[config.mk]
export PLATFORM = sky130hd
export DESIGN_NAME = ile_ctrl
export DESIGN_NICKNAME = d
export VERILOG_FILES = /design/src/sv/ile_pkg.sv /design/src/sv/ile_ctrl.sv
export SDC_FILE = /design/constraint.sdc
export NUM_CORES = 1
export LEC_CHECK = 0
export ABC_CLOCK_PERIOD_IN_PS = 1500
export BUFFER_PORTS_ARGS = -buffer_cell sky130_fd_sc_hd__buf_4
export CAP_MARGIN = 20
export CELL_PAD_IN_SITES_DETAIL_PLACEMENT = 1
export CELL_PAD_IN_SITES_GLOBAL_PLACEMENT = 1
export CORE_AREA = 5 5 42 44
export DETAILED_ROUTE_END_ITERATION = 10
export DIE_AREA = 0 0 47 49
export GPL_TIMING_DRIVEN = 0
export PLACE_DENSITY_LB_ADDON = 0.1
export SYNTH_ARGS = -nofsm -noshare
export SYNTH_HDL_FRONTEND = slang
export SYNTH_SLANG_ARGS = --single-unit
[constraint.sdc]
create_clock -name i_clk -period 1.5 [get_ports i_clk]
set_input_delay 0.225 -clock i_clk [delete_from_list [all_inputs] [get_ports i_clk]]
set_output_delay 0.225 -clock i_clk [all_outputs]
set_load 0.01 [all_outputs]
[src/sv/ile_pkg.sv]
package ile_pkg;

    localparam int CAPACITY      = 256;
    localparam int ELEMENT_WIDTH = 32;
    localparam int ADDR_W        = $clog2(CAPACITY);
    localparam int CNT_W         = $clog2(CAPACITY + 1);

    typedef enum logic [2:0] {
        OP_APPEND    = 3'd0,
        OP_INSERT    = 3'd1,
        OP_REMOVE    = 3'd2,
        OP_READ      = 3'd3,
        OP_OVERWRITE = 3'd4,
        OP_FIND      = 3'd5,
        OP_CLEAR     = 3'd6
    } t_opcode;

    typedef enum logic [2:0] {
        ST_OK        = 3'd0,
        ST_BAD_INDEX = 3'd1,
        ST_NULL      = 3'd2,
        ST_FULL      = 3'd3,
        ST_NOT_FOUND = 3'd4
    } t_status;

    typedef struct packed {
        logic load;
        logic decode;
        logic scan;
        logic finish;
        logic emit;
    } t_dp_cmd;

    typedef struct packed {
        logic scan_req;
        logic scan_busy;
        logic out_free;
    } t_dp_sts;

endpackage

[src/sv/ile_ctrl.sv]
module ile_ctrl import ile_pkg::*; (
    input  logic    i_clk,
    input  logic    i_rst_n,
    input  logic    i_in_valid,
    output logic    o_in_ready,
    output t_dp_cmd o_cmd,
    input  t_dp_sts i_sts
);

    typedef enum logic [4:0] {
        S_IDLE   = 5'b00001,
        S_DECODE = 5'b00010,
        S_SCAN   = 5'b00100,
        S_FINISH = 5'b01000,
        S_EMIT   = 5'b10000
    } t_state;

    t_state r_state;
    t_state n_state;

    always_comb begin
        n_state    = r_state;
        o_cmd      = '0;
        o_in_ready = 1'b0;
        unique case (r_state)
            S_IDLE: begin
                o_in_ready = 1'b1;
                o_cmd.load = i_in_valid;
                if (i_in_valid) begin
                    n_state = S_DECODE;
                end
            end
            S_DECODE: begin
                o_cmd.decode = 1'b1;
                n_state      = i_sts.scan_req ? S_SCAN : S_EMIT;
            end
            S_SCAN: begin
                o_cmd.scan = 1'b1;
                if (!i_sts.scan_busy) begin
                    n_state = S_FINISH;
                end
            end
            S_FINISH: begin
                o_cmd.finish = 1'b1;
                n_state      = S_EMIT;
            end
            S_EMIT: begin
                o_cmd.emit = i_sts.out_free;
                if (i_sts.out_free) begin
                    n_state = S_IDLE;
                end
            end
            default: begin
                n_state = S_IDLE;
            end
        endcase
    end

    always_ff @(posedge i_clk) begin
        if (!i_rst_n) begin
            r_state <= S_IDLE;
        end else begin
            r_state <= n_state;
        end
    end

endmodule

==> flow_summary.rst <==
.. list-table::
   :header-rows: 1

   * - Metric
     - Value
   * - Die Ht
     - 49 um
   * - Global-route total usage across every layer
     - 13.0%
   * - DIE AREA
     - 0.00230 mm2
   * - Routed len/inst
     - 15.3 um
   * - Critical Path RT
     - 1270 ps
   * - Tightest hold margin
     - 143 ps
   * - Number of nets in the final layout
     - 69
   * - Setup repair after global routing missed its margin
     - yes
   * - Iter 0 DRT Violations
     - 0
   * - Root Buffer
     - sky130_fd_sc_hd__clkbuf_4
   * - Estimated wirelength of the detail-placed design
     - 808 um
   * - Skew-Pair Late Insertion Delay
     - 240 ps
   * - Number of top-level pins
     - 12
   * - Total of buffers placed on input and output ports
     - 11
   * - # DRC
     - 0
   * - Most frequent standard cell in the layout excluding fill and tap cells
     - sky130_fd_sc_hd__buf_4
   * - Antenna violations before repair
     - 0
   * - Cell types with the largest area share after synthesis
     - sky130_fd_sc_hd__dfxtp_1 (27%), sky130_fd_sc_hd__nor3b_2 (6.7%), sky130_fd_sc_hd__nor2b_1 (5.0%)
   * - # clock sinks
     - 5
   * - Crit path time final
     - 1670 ps
   * - DR vias
     - 394
   * - Area overhead of the layout relative to synthesis
     - 51.7%
   * - Number of different library cells in the post-synthesis netlist
     - 27
   * - Commonest cells after routing, fill and taps aside
     - sky130_fd_sc_hd__buf_4 (15), sky130_fd_sc_hd__nor2b_1 (3), sky130_fd_sc_hd__nor2_1 (3), sky130_fd_sc_hd__o21ai_0 (3), sky130_fd_sc_hd__clkbuf_4 (3)
   * - Clock-pin transition on the worst setup and hold timing paths
     - 40 ps
   * - Share of the clock period used by the worst path
     - 112%
   * - Maximum number of pins on one net before global-route repair
     - 10
   * - Worst slew pin tran
     - 278 ps
   * - Worst setup path category
     - reg2out
   * - Non-filler instance count after layout
     - 78
   * - Worst hold path type
     - in2reg
   * - Largest register by flop count
     - r_state
   * - Number of antenna-violating nets in the routed design
     - 0
   * - Flip-flop count of the largest register, all copies and words added
     - 5
   * - Routability congestion estimate from global placement
     - 0.793
   * - Worst Path Max Fanout
     - 3
   * - ANT cells
     - 0
   * - Count of state elements after synthesis
     - 5
   * - Endpoints failing setup
     - 4
   * - Timing-limited maximum frequency
     - 0.597 GHz
   * - Ys Warns
     - 0
   * - Failing checks
     - negative setup slack
   * - Design area
     - 566 um2
   * - Starting density of the core
     - 26.6%
   * - Worst setup slack after placement
     - -43.5 ps
   * - Number of instances in the synthesized netlist
     - 43
   * - H-tree levels
     - 1
   * - Via-per-instance ratio
     - 5.05
   * - Count of hold-fix buffers inserted at cts
     - 0
   * - Cell area after technology mapping
     - 373 um2
   * - CTS tree
     - done
   * - Maximum clock skew at final layout
     - 1.80 ps
   * - Run status
     - complete, but fails checks
   * - Leak Pwr
     - 0.000248 uW
   * - WP data arrival
     - 1450 ps
   * - Count of endpoints failing hold in the final timing report
     - 0
   * - Post-synthesis average cell area
     - 8.67 um2
   * - Inserted Clock Buffers
     - 3
   * - Layout cells sized above 1
     - 51.6%
   * - Synthesized netlist net count
     - 49
   * - Post-placement cell count
     - 70
   * - Final setup margin
     - -175 ps
   * - DRT Pass-1 Iters
     - 1
   * - Die width
     - 47 um
   * - Slew HR
     - 81.5%
   * - Startpoint class of the critical path
     - flip-flop
   * - Rows
     - 14
   * - Max-slew violations
     - 0
   * - Maximum buffer depth of the clock tree
     - 2
   * - Most area-hungry cell type in the Yosys netlist
     - sky130_fd_sc_hd__dfxtp_1
   * - Aggregate routed wire length
     - 1190 um
   * - Element type at the critical path end
     - primary output
   * - Cell Area, Placed
     - 475 um2
   * - P per Cell Area
     - 730 mW/mm2
   * - Wire length of the first global-routing pass
     - 2100 um
   * - Maximum ir drop on the vdd rail
     - 0.343 mV
   * - Gr ovfl total
     - 0
   * - CORE AREA
     - 0.00140 mm2
   * - Reported max-cap violation count
     - 0
   * - Vias in the first global route
     - 432
   * - Share of synthesized area occupied by flip-flops and latches
     - 26.8%
   * - Synth top area share
     - 26.8%
   * - Largest regs
     - r_state (5)
-- metrics by stage --
step	setup TNS (ps)	util [%]	total power (uW)
2_1_floorplan	0	-	203
3_3_place_gp	-7.55	33.9	237
3_5_place_dp	-43.5	33.9	243
4_1_cts	-561	38.7	423
5_1_grt	-717	40.4	448
6_report	-386	40.4	413
-- where the power goes --
part | leakage [uW] | total, uW | switching, uW | internal [uW]
combinational | 0.000190 | 106 | 40.6 | 65.1
sequential | 0.0000432 | 150 | 13.5 | 137
clock | 0.0000150 | 157 | 56.2 | 101
total | 0.000248 | 413 | 110 | 302
-- cell families (layout without fill, tap and decap cells) --
| family | count (synthesis) | after routing | share of synthesized area (%) |
|---|---|---|---|
| XOR/XNOR | 1 | 1 | 2.35 |
| AND/OR/NAND/NOR | 25 | 25 | 50.0 |
| buffers and inverters | 4 | 23 | 6.38 |
| AO/OA/AOI/OAI | 8 | 8 | 14.4 |
| flip-flops | 5 | 5 | 26.8 |
-- cell type report --
class / instances / area, um2
Inverter: 2 / 7.51
Fill cell: 184 / 836
Clock buffer: 4 / 26.3
Multi-Input combinational cell: 34 / 267
Tap cell: 16 / 20.0
Sequential cell: 5 / 110
Timing Repair Buffer: 17 / 135
-- critical path, cell delays in order, from the launching register on --
cell	delay [ps]
sky130_fd_sc_hd__dfxtp_4	340
sky130_fd_sc_hd__or3_4	400
sky130_fd_sc_hd__nor3b_4	210
sky130_fd_sc_hd__and2_4	170
sky130_fd_sc_hd__buf_6	90
-- synthesized netlist by cell type --
| cell | count |
|---|---|
| sky130_fd_sc_hd__and3_1 | 2 |
| sky130_fd_sc_hd__nand2_1 | 1 |
| sky130_fd_sc_hd__xor2_1 | 1 |
| sky130_fd_sc_hd__buf_2 | 1 |
| sky130_fd_sc_hd__dfxtp_1 | 5 |
| sky130_fd_sc_hd__and2_2 | 1 |
| sky130_fd_sc_hd__nor3_1 | 3 |
| sky130_fd_sc_hd__nor4b_1 | 1 |
| sky130_fd_sc_hd__nand4_1 | 1 |
| sky130_fd_sc_hd__inv_1 | 2 |
| sky130_fd_sc_hd__a221oi_1 | 1 |
| sky130_fd_sc_hd__and4_1 | 1 |
| sky130_fd_sc_hd__nor3b_2 | 2 |
| sky130_fd_sc_hd__a21oi_1 | 1 |
| sky130_fd_sc_hd__nor3b_1 | 2 |
| sky130_fd_sc_hd__o21ai_2 | 1 |
| sky130_fd_sc_hd__and2_1 | 1 |
| sky130_fd_sc_hd__nor3b_4 | 1 |
| sky130_fd_sc_hd__o31ai_1 | 1 |
| sky130_fd_sc_hd__or3_4 | 1 |
| sky130_fd_sc_hd__nor2_1 | 3 |
| sky130_fd_sc_hd__buf_6 | 1 |
| sky130_fd_sc_hd__or3b_1 | 1 |
| sky130_fd_sc_hd__o21ai_0 | 3 |
| sky130_fd_sc_hd__nor2b_1 | 3 |
| sky130_fd_sc_hd__o22a_1 | 1 |
| sky130_fd_sc_hd__and3b_1 | 1 |
-- routing by layer --
metal	vias to the layer above	share of wire [%]	GRT usage [%]
met4	0	1.0	7.83
met3	2	5.7	6.27
li1	195	-	-
met5	-	0	0
met2	11	52	19.2
met1	186	42	14.5
-- final timing paths --
kind / end / startpoint / cells after the start / slack, ps
worst min-delay path: r_state[3]$_SDFFE_PN0P_ / i_sts[1] / 2 / 140
worst max-delay path: o_cmd[4] / r_state[3]$_SDFFE_PN0P_ / 4 / -170
worst max register to register: r_state[0]$_SDFFE_PN1P_ / r_state[3]$_SDFFE_PN0P_ / 5 / 90
worst min register to register: r_state[0]$_SDFFE_PN1P_ / r_state[4]$_SDFFE_PN0P_ / 3 / 600
-- timing repair --
item | in CTS | in global routing
pin swaps | 3 | 3
endpoints found under the setup margin | 5 | 6
buffers inserted | 3 | 3
gates resized for setup | 8 | 4
(Power assumes the default switching activity.)
